===== src/design/psdt_pkg.sv =====
// Package for the power-switch debounce and tick generator.
// Types, register indexes and reset values shared by the design files that import it.
package psdt_pkg;

  typedef enum logic [1:0] {
    CFG_TICK_PRELOAD   = 2'd0,
    CFG_SWITCH_MODE    = 2'd1,
    CFG_DEBOUNCE_COUNT = 2'd2,
    CFG_HOLD_COUNT     = 2'd3
  } cfg_idx_t;

  localparam int unsigned CfgDataW = 8;

  localparam logic [7:0] TickPreloadRst   = 8'd100;
  localparam logic       SwitchModeRst    = 1'b0;
  localparam logic [7:0] DebounceCountRst = 8'd50;
  localparam logic [7:0] HoldCountRst     = 8'd30;

  localparam logic MODE_LATCHING = 1'b0;
  localparam logic SUPPLY_OFF    = 1'b1;

  typedef struct packed {
    logic [7:0] tick_preload;
    logic       switch_mode;
    logic [7:0] debounce_count;
    logic [7:0] hold_count;
  } cfg_t;

  typedef struct packed {
    logic tick_level;
    logic power_off_n;
    logic half_period_end;
  } result_t;

endpackage


===== src/design/psdt_if.sv =====
// Valid/ready channel interfaces for the input item and the result item.
// Stand-alone; no package dependency.
interface psdt_in_if;
  logic valid;
  logic ready;
  logic switch_released;

  modport source (output valid, output switch_released, input ready);
  modport sink   (input valid, input switch_released, output ready);
endinterface

interface psdt_out_if;
  logic valid;
  logic ready;
  logic tick_level;
  logic power_off_n;
  logic half_period_end;

  modport source (output valid, output tick_level, output power_off_n,
                  output half_period_end, input ready);
  modport sink   (input valid, input tick_level, input power_off_n,
                  input half_period_end, output ready);
endinterface


===== src/design/psdt_cfg.sv =====
// Configuration register file: four registers behind a plain write port.
// Depends on psdt_pkg.
module psdt_cfg
  import psdt_pkg::*;
(
  input  logic                clk,
  input  logic                rst_n,
  input  logic                we,
  input  cfg_idx_t            idx,
  input  logic [CfgDataW-1:0] wdata,
  output cfg_t                cfg
);

  cfg_t cfg_r;
  cfg_t cfg_nxt;

  always_comb begin
    cfg_nxt = cfg_r;
    if (we) begin
      case (idx)
        CFG_TICK_PRELOAD:   cfg_nxt.tick_preload   = wdata;
        CFG_SWITCH_MODE:    cfg_nxt.switch_mode    = wdata[0];
        CFG_DEBOUNCE_COUNT: cfg_nxt.debounce_count = wdata;
        CFG_HOLD_COUNT:     cfg_nxt.hold_count     = wdata;
        default:            cfg_nxt = cfg_r;
      endcase
    end
  end

  always_ff @(posedge clk) begin
    if (!rst_n) begin
      cfg_r.tick_preload   <= TickPreloadRst;
      cfg_r.switch_mode    <= SwitchModeRst;
      cfg_r.debounce_count <= DebounceCountRst;
      cfg_r.hold_count     <= HoldCountRst;
    end else begin
      cfg_r <= cfg_nxt;
    end
  end

  assign cfg = cfg_r;

endmodule


===== src/design/psdt_in_stage.sv =====
// Input register: captures the switch sample of each accepted item.
// Depends on psdt_if.
module psdt_in_stage (
  input  logic        clk,
  input  logic        rst_n,
  psdt_in_if.sink     in_chan,
  input  logic        advance,
  output logic        s1_valid,
  output logic        s1_released
);

  logic valid_r, valid_nxt;
  logic released_r, released_nxt;
  logic take;

  assign in_chan.ready = !valid_r || advance;
  assign take = in_chan.valid && in_chan.ready;

  always_comb begin
    valid_nxt    = valid_r;
    released_nxt = released_r;
    if (take) begin
      valid_nxt    = 1'b1;
      released_nxt = in_chan.switch_released;
    end else if (advance) begin
      valid_nxt = 1'b0;
    end
  end

  always_ff @(posedge clk) begin
    if (!rst_n) begin
      valid_r <= 1'b0;
    end else begin
      valid_r <= valid_nxt;
    end
  end

  always_ff @(posedge clk) begin
    released_r <= released_nxt;
  end

  assign s1_valid    = valid_r;
  assign s1_released = released_r;

endmodule


===== src/design/psdt_step.sv =====
// Timer, tick and switch state with the per-item update logic.
// Depends on psdt_pkg.
module psdt_step
  import psdt_pkg::*;
(
  input  logic    clk,
  input  logic    rst_n,
  input  logic    fire,
  input  logic    released,
  input  cfg_t    cfg,
  output result_t res
);

  logic [7:0] timer_r, timer_nxt;
  logic       tick_r, tick_nxt;
  logic       stored_r, stored_nxt;
  logic       pin_r, pin_nxt;
  logic [7:0] press_r, press_nxt;
  logic [7:0] hold_r, hold_nxt;

  logic [7:0] timer_inc;
  logic       wrapped;
  logic       acting;

  function automatic logic [7:0] sat_inc(input logic [7:0] v);
    sat_inc = (v == 8'hFF) ? v : v + 8'd1;
  endfunction

  assign timer_inc = timer_r + 8'd1;
  assign wrapped   = (timer_inc == 8'd0);

  always_comb begin
    timer_nxt  = timer_inc;
    tick_nxt   = tick_r;
    stored_nxt = stored_r;
    pin_nxt    = pin_r;
    press_nxt  = press_r;
    hold_nxt   = hold_r;
    acting     = 1'b0;
    if (wrapped) begin
      timer_nxt = cfg.tick_preload;
      tick_nxt  = !tick_r;
      if (cfg.switch_mode == MODE_LATCHING) begin
        pin_nxt = released;
      end else if (!released) begin
        press_nxt = sat_inc(press_r);
      end
      acting = (press_nxt > cfg.debounce_count);
      if (acting) begin
        hold_nxt = sat_inc(hold_r);
        pin_nxt  = !stored_r;
      end
      // release after a long enough hold flips the stored power state
      if (released && acting && (hold_nxt > cfg.hold_count)) begin
        stored_nxt = !stored_r;
        press_nxt  = 8'd0;
        hold_nxt   = 8'd0;
      end
    end
  end

  always_ff @(posedge clk) begin
    if (!rst_n) begin
      timer_r  <= TickPreloadRst;
      tick_r   <= 1'b0;
      stored_r <= SUPPLY_OFF;
      pin_r    <= SUPPLY_OFF;
      press_r  <= 8'd0;
      hold_r   <= 8'd0;
    end else if (fire) begin
      timer_r  <= timer_nxt;
      tick_r   <= tick_nxt;
      stored_r <= stored_nxt;
      pin_r    <= pin_nxt;
      press_r  <= press_nxt;
      hold_r   <= hold_nxt;
    end
  end

  assign res.tick_level      = tick_nxt;
  assign res.power_off_n     = pin_nxt;
  assign res.half_period_end = wrapped;

endmodule


===== src/design/psdt_out_reg.sv =====
// Result register driving the output channel.
// Depends on psdt_pkg and psdt_if.
module psdt_out_reg
  import psdt_pkg::*;
(
  input  logic        clk,
  input  logic        rst_n,
  input  logic        load,
  input  result_t     res,
  psdt_out_if.source  out_chan,
  output logic        advance
);

  logic    valid_r, valid_nxt;
  result_t res_r, res_nxt;

  assign advance = !valid_r || out_chan.ready;

  always_comb begin
    valid_nxt = valid_r;
    res_nxt   = res_r;
    if (load) begin
      valid_nxt = 1'b1;
      res_nxt   = res;
    end else if (out_chan.ready) begin
      valid_nxt = 1'b0;
    end
  end

  always_ff @(posedge clk) begin
    if (!rst_n) begin
      valid_r <= 1'b0;
    end else begin
      valid_r <= valid_nxt;
    end
  end

  always_ff @(posedge clk) begin
    res_r <= res_nxt;
  end

  assign out_chan.valid           = valid_r;
  assign out_chan.tick_level      = res_r.tick_level;
  assign out_chan.power_off_n     = res_r.power_off_n;
  assign out_chan.half_period_end = res_r.half_period_end;

endmodule


===== src/design/power_switch_debounce_tick_gen.sv =====
// Power-switch debounce and tick generator, top level.
// Pipeline: the input register, then the result register, with the state update
// between them. Throughput: one item per cycle while the output is not stalled;
// the state update is a single 8-bit step.
// Reset (rst_n, sync, active low): timer = 100, tick 0, power off, counters 0,
// configuration back to its defaults, both pipeline registers empty.
module power_switch_debounce_tick_gen
  import psdt_pkg::*;
(
  input  logic                clk,
  input  logic                rst_n,
  psdt_in_if.sink             in_chan,
  psdt_out_if.source          out_chan,
  input  logic                cfg_we,
  input  cfg_idx_t            cfg_idx,
  input  logic [CfgDataW-1:0] cfg_wdata
);

  cfg_t    cfg;
  result_t res;
  logic    s1_valid;
  logic    s1_released;
  logic    advance;
  logic    fire;

  assign fire = s1_valid && advance;

  psdt_cfg u_cfg (
    .clk   (clk),
    .rst_n (rst_n),
    .we    (cfg_we),
    .idx   (cfg_idx),
    .wdata (cfg_wdata),
    .cfg   (cfg)
  );

  psdt_in_stage u_in (
    .clk         (clk),
    .rst_n       (rst_n),
    .in_chan     (in_chan),
    .advance     (advance),
    .s1_valid    (s1_valid),
    .s1_released (s1_released)
  );

  psdt_step u_step (
    .clk      (clk),
    .rst_n    (rst_n),
    .fire     (fire),
    .released (s1_released),
    .cfg      (cfg),
    .res      (res)
  );

  psdt_out_reg u_out (
    .clk      (clk),
    .rst_n    (rst_n),
    .load     (fire),
    .res      (res),
    .out_chan (out_chan),
    .advance  (advance)
  );

endmodule


===== src/flat_wrapper.sv =====
// flat-port wrapper written by rule: the top's interface ports become plain ports
module power_switch_debounce_tick_gen_flat import psdt_pkg::*;
  (clk, rst_n, cfg_we, cfg_idx, cfg_wdata, in_chan_valid, in_chan_switch_released, in_chan_ready, out_chan_valid, out_chan_tick_level, out_chan_power_off_n, out_chan_half_period_end, out_chan_ready);
  psdt_in_if in_chan_i ();
  psdt_out_if out_chan_i ();
  input  logic clk;
  input  logic rst_n;
  input  logic cfg_we;
  input  cfg_idx_t cfg_idx;
  input  logic [CfgDataW-1:0] cfg_wdata;
  input wire logic [$bits(in_chan_i.valid)-1:0] in_chan_valid;
  input wire logic [$bits(in_chan_i.switch_released)-1:0] in_chan_switch_released;
  output wire logic [$bits(in_chan_i.ready)-1:0] in_chan_ready;
  output wire logic [$bits(out_chan_i.valid)-1:0] out_chan_valid;
  output wire logic [$bits(out_chan_i.tick_level)-1:0] out_chan_tick_level;
  output wire logic [$bits(out_chan_i.power_off_n)-1:0] out_chan_power_off_n;
  output wire logic [$bits(out_chan_i.half_period_end)-1:0] out_chan_half_period_end;
  input wire logic [$bits(out_chan_i.ready)-1:0] out_chan_ready;
  assign in_chan_i.valid = in_chan_valid;
  assign in_chan_i.switch_released = in_chan_switch_released;
  assign in_chan_ready = in_chan_i.ready;
  assign out_chan_valid = out_chan_i.valid;
  assign out_chan_tick_level = out_chan_i.tick_level;
  assign out_chan_power_off_n = out_chan_i.power_off_n;
  assign out_chan_half_period_end = out_chan_i.half_period_end;
  assign out_chan_i.ready = out_chan_ready;
  power_switch_debounce_tick_gen u_core (.clk(clk), .rst_n(rst_n), .in_chan(in_chan_i), .out_chan(out_chan_i), .cfg_we(cfg_we), .cfg_idx(cfg_idx), .cfg_wdata(cfg_wdata));
endmodule

===== config.mk =====
export PLATFORM = sky130hd
export DESIGN_NAME = power_switch_debounce_tick_gen_flat
export DESIGN_NICKNAME = d
export VERILOG_FILES = /design/src/design/psdt_pkg.sv /design/src/design/psdt_if.sv /design/src/design/psdt_cfg.sv /design/src/design/psdt_in_stage.sv /design/src/design/psdt_step.sv /design/src/design/psdt_out_reg.sv /design/src/design/power_switch_debounce_tick_gen.sv /design/src/flat_wrapper.sv
export SDC_FILE = /design/constraint.sdc
export NUM_CORES = 1
export LEC_CHECK = 0
export BUFFER_PORTS_ARGS = -buffer_cell sky130_fd_sc_hd__buf_4
export CAP_MARGIN = 20
export CORE_MARGIN = 2
export CORE_UTILIZATION = 50
export CTS_BUF_LIST = sky130_fd_sc_hd__clkbuf_8
export CTS_CLUSTER_DIAMETER = 30
export DETAILED_ROUTE_END_ITERATION = 8
export PLACE_DENSITY = 0.65
export SKIP_CTS_REPAIR_TIMING = 1
export SYNTH_ARGS = -nofsm -noshare
export SYNTH_HDL_FRONTEND = slang
export SYNTH_SLANG_ARGS = --single-unit

===== constraint.sdc =====
create_clock -name clk -period 5.3 [get_ports clk]
set_clock_uncertainty 0.2 [all_clocks]
set_input_delay 1.59 -clock clk [delete_from_list [all_inputs] [get_ports clk]]
set_output_delay 1.59 -clock clk [all_outputs]
set_load 0.01 [all_outputs]

==> metrics <==
I/O Buffers=20; total core area=5991 um2; fill cell count=555; endpoints failing hold=0; initial antenna violation count=0; drc violations=0; wire per inst=15.01 um; TritonCTS Buffers=9; via count=2614; CP peak stage delay=450 ps; Worst-Margin Slew=760.9 ps; setup TNS=0 ps; final setup violation count=0; flop2flop setup slack=260 ps; WHS=261.3 ps; Clk network pwr share=41.6%; RSZ-0062 raised after global routing=no; mapped cell area=3125 um2; die height=83.07 um; Worst setup EP type=flop; Critical Path AT=5100 ps; Root Driver=clkbuf_8; GRT Overall Usage=21.30%; Req. time, crit path=5360 ps; Pint=0.0006583 W; Synth area leaders=dfxtp_1 35%, ha_1 7.6%, nand2_1 5.6%, a21oi_1 5.3%, mux2i_1 4.2%; Design Power=0.0008878 W; Lkg Pwr=1.459 nW; final WL=7011 um; Reg clk slew, reported paths=70 ps; Clock Sink Count=58; CTS tree=yes; Slew Viols, Final=0; r2r worst-path depth=20; initial detailed-routing violation count=145; Net Count, Synth=401; Top FF cell, synth=dfxtp_1; Yosys reg bits=58; cells after synthesis=366; worst-path fanout max=12; fin nets=422; min-delay worst type=reg2reg; first-pass GRT wire length=11700 um; Ys Warns=0; DP Wirelength=5204 um; largest area contributor in the netlist=dfxtp_1; sequential share of the synthesized area=38.43%; crit share post-route=95.00%; asr flop ratio synth=0%; H-tree depth=3; Reg power frac=51.6%; vias in the first global route=2396; worst path cell trace=and3_1 > and3_1 > a31oi_2 > mux2_2 > ha_1 > nor2b_1 > o211ai_1 > a21oi_1 > o21ai_0 > buf_4 > o21ai_0 > nand2_1 > ha_1 > a211o_1 > a21oi_1 > and3_1 > a211oi_2 > a211o_2 > or3_1 > o21ai_0; die area=6900 um2; crit start category=flop; Pre-antenna DRT Iters=4; Initial Utilization=52.17%; antenna viol nets, final=0; Yosys cell types=49; Inserted Diodes=0; Register Area=1201 um2; IO Pins=21; combinational share of power=6.8%; footprint of the multi-input gates=1799 um2; Power Density=251.0 nW/um2; Post-synth EDFFs=4; Cell Rows=28; setup slack after layout=264.7 ps; CP max stage cell=a211o_2; Worst VDD drop=0.2036 mV; top cell type's share of synthesized area=34.59%; reg2reg end=u_core.u_step.hold_r[0]; hold depth=2; total of max-cap violations=0; Crit Reg-Reg Startpoint=u_core.u_step.press_r[5]; post-layout util=59.04%; worst hold path startpoint=u_core.u_cfg.cfg[24]; WS Path Type=reg2reg; gp weighted congestion=0.8466; total grt overflow=0; fmax=198.6 MHz; status=complete, no violations; switching share of power=25.84%; Place WS=141.2 ps; clk buf depth=2; Synth-to-Final Area Change=13.17%; crit path time final=5035 ps; layout cell share with drive strength beyond 1=15.05%; slew margin rel.=49.22%; detail-routed via count per cell=5.597; Avg Cell Area, Syn=8.540 um2; die width=83.07 um; Worst-Skew Late Latency=340 ps; largest net degree at the start of global routing=23; P_sw=0.0002294 W; Worst Hold End=u_core.u_step.timer_r[7]
[Yosys cell counts (7+ instances only)]
cell type and number:
nand3_1 14, nand2_1 47, o211ai_1 9, mux2i_1 13, xor2_1 8, dfxtp_1 54
nor2_1 25, o21ai_0 18, clkbuf_1 9, a22o_1 7, or3_1 7, inv_1 23
ha_1 19, a21oi_1 33
[cells by family after synthesis]
group	count (synthesis)	synth area share, %
AO/OA/AOI/OAI	91	19.22
XOR/XNOR	12	3.363
adder cells (fa/ha/maj)	19	7.606
buffers and inverters	37	4.844
flip-flops	58	38.43
multiplexers	17	5.604
AND/OR/NAND/NOR	132	20.94
[power by group through the flow]
stage / combinational, W / clock (W) / sequential [W]
after floorplan: 0.0000354 / 0 / 0.000466
after global placement: 0.0000590 / 0 / 0.000467
after detailed placement: 0.0000599 / 0 / 0.000468
after CTS: 0.0000602 / 0.000377 / 0.000458
after global routing: 0.0000679 / 0.000398 / 0.000459
final: 0.0000605 / 0.000369 / 0.000458
[worst max-delay path by stage]
stage                        startpoint                 endpoint  cells after the start  slack (ps)
2_1_floorplan  u_core.u_step.press_r[5]  u_core.u_step.hold_r[2]                     21         550
3_3_place_gp   u_core.u_step.press_r[5]  u_core.u_step.hold_r[2]                     19         360
5_1_grt        u_core.u_step.press_r[4]  u_core.u_step.hold_r[0]                     20           7
6_report       u_core.u_step.press_r[5]  u_core.u_step.hold_r[0]                     20         260
4_1_cts        u_core.u_step.press_r[5]  u_core.u_step.hold_r[3]                     19         140
3_5_place_dp   u_core.u_step.press_r[5]  u_core.u_step.hold_r[3]                     19         140
[metrics by stage]
step                      instances  area [um2]
after global routing            467        3537
after floorplan                 366        3126
after CTS                       467        3511
after global placement          451        3334
final                           467        3537
after detailed placement        451        3334
[flip-flops by register name (all words and copies together), names as in the netlist]
signal and cells:
u_core.u_cfg.cfg 25, u_core.u_step.hold_r 8, u_core.u_step.press_r 8, u_core.u_step.timer_r 8, u_core.u_in.s1_released 1, u_core.u_in.s1_valid 1, u_core.u_out.out_chan.half_period_end 1, u_core.u_out.out_chan.power_off_n 1
u_core.u_out.out_chan.tick_level 1, u_core.u_out.out_chan.valid 1, u_core.u_step.pin_r 1, u_core.u_step.stored_r 1, u_core.u_step.tick_r 1
[critical path: cells and delay by family (launching register included)]
family                   cells  cell delay, ps
flip-flops                   1             340
buffers and inverters        1             220
AND/OR/NAND/NOR              6            1220
multiplexers                 1             400
AO/OA/AOI/OAI               10            2100
adder cells (fa/ha/maj)      2             490
[per-layer routing]
layer	part of all wire [%]	GRT usage, %	vias to the layer above
met1	51	30.11	1219
met2	44	31.74	49
met4	1.9	8.197	0
met5	0	0	-
met3	3.5	4.573	10
li1	-	-	1336
[final cells by class]
cell class / count / share of cell area (%)
inverter: 23 / 2.441
timing repair buffer: 24 / 5.094
clock inverter: 6 / 1.097
multi-input combinational: 271 / 50.87
clock buffer: 10 / 3.891
sequential: 58 / 33.96
tap: 75 / 2.653
[placed cells by master, fill, tap and decap left out, types with 2 or more instances in the layout]
master	Yosys	final
nand4_1	6	6
a31oi_1	5	4
buf_4	1	24
mux2_2	4	4
nand2_1	47	47
xor2_1	8	8
mux2i_1	13	13
o21bai_1	2	2
dfxtp_1	54	54
inv_1	23	23
edfxtp_1	4	4
or3_1	7	7
and2_1	4	4
nand3b_1	2	2
nor4_1	2	2
xnor2_1	4	4
a21oi_1	33	33
a21o_1	5	5
inv_4	0	2
a22o_1	7	7
nor2_1	25	25
and3_1	6	6
nand3_1	14	14
o21ai_0	18	18
clkbuf_8	0	10
clkinv_2	0	2
nor2b_1	5	5
ha_1	19	19
o211ai_1	9	9
o21ai_2	2	2
nand2b_1	6	6
Note: power is estimated with default switching activity, not from simulation.
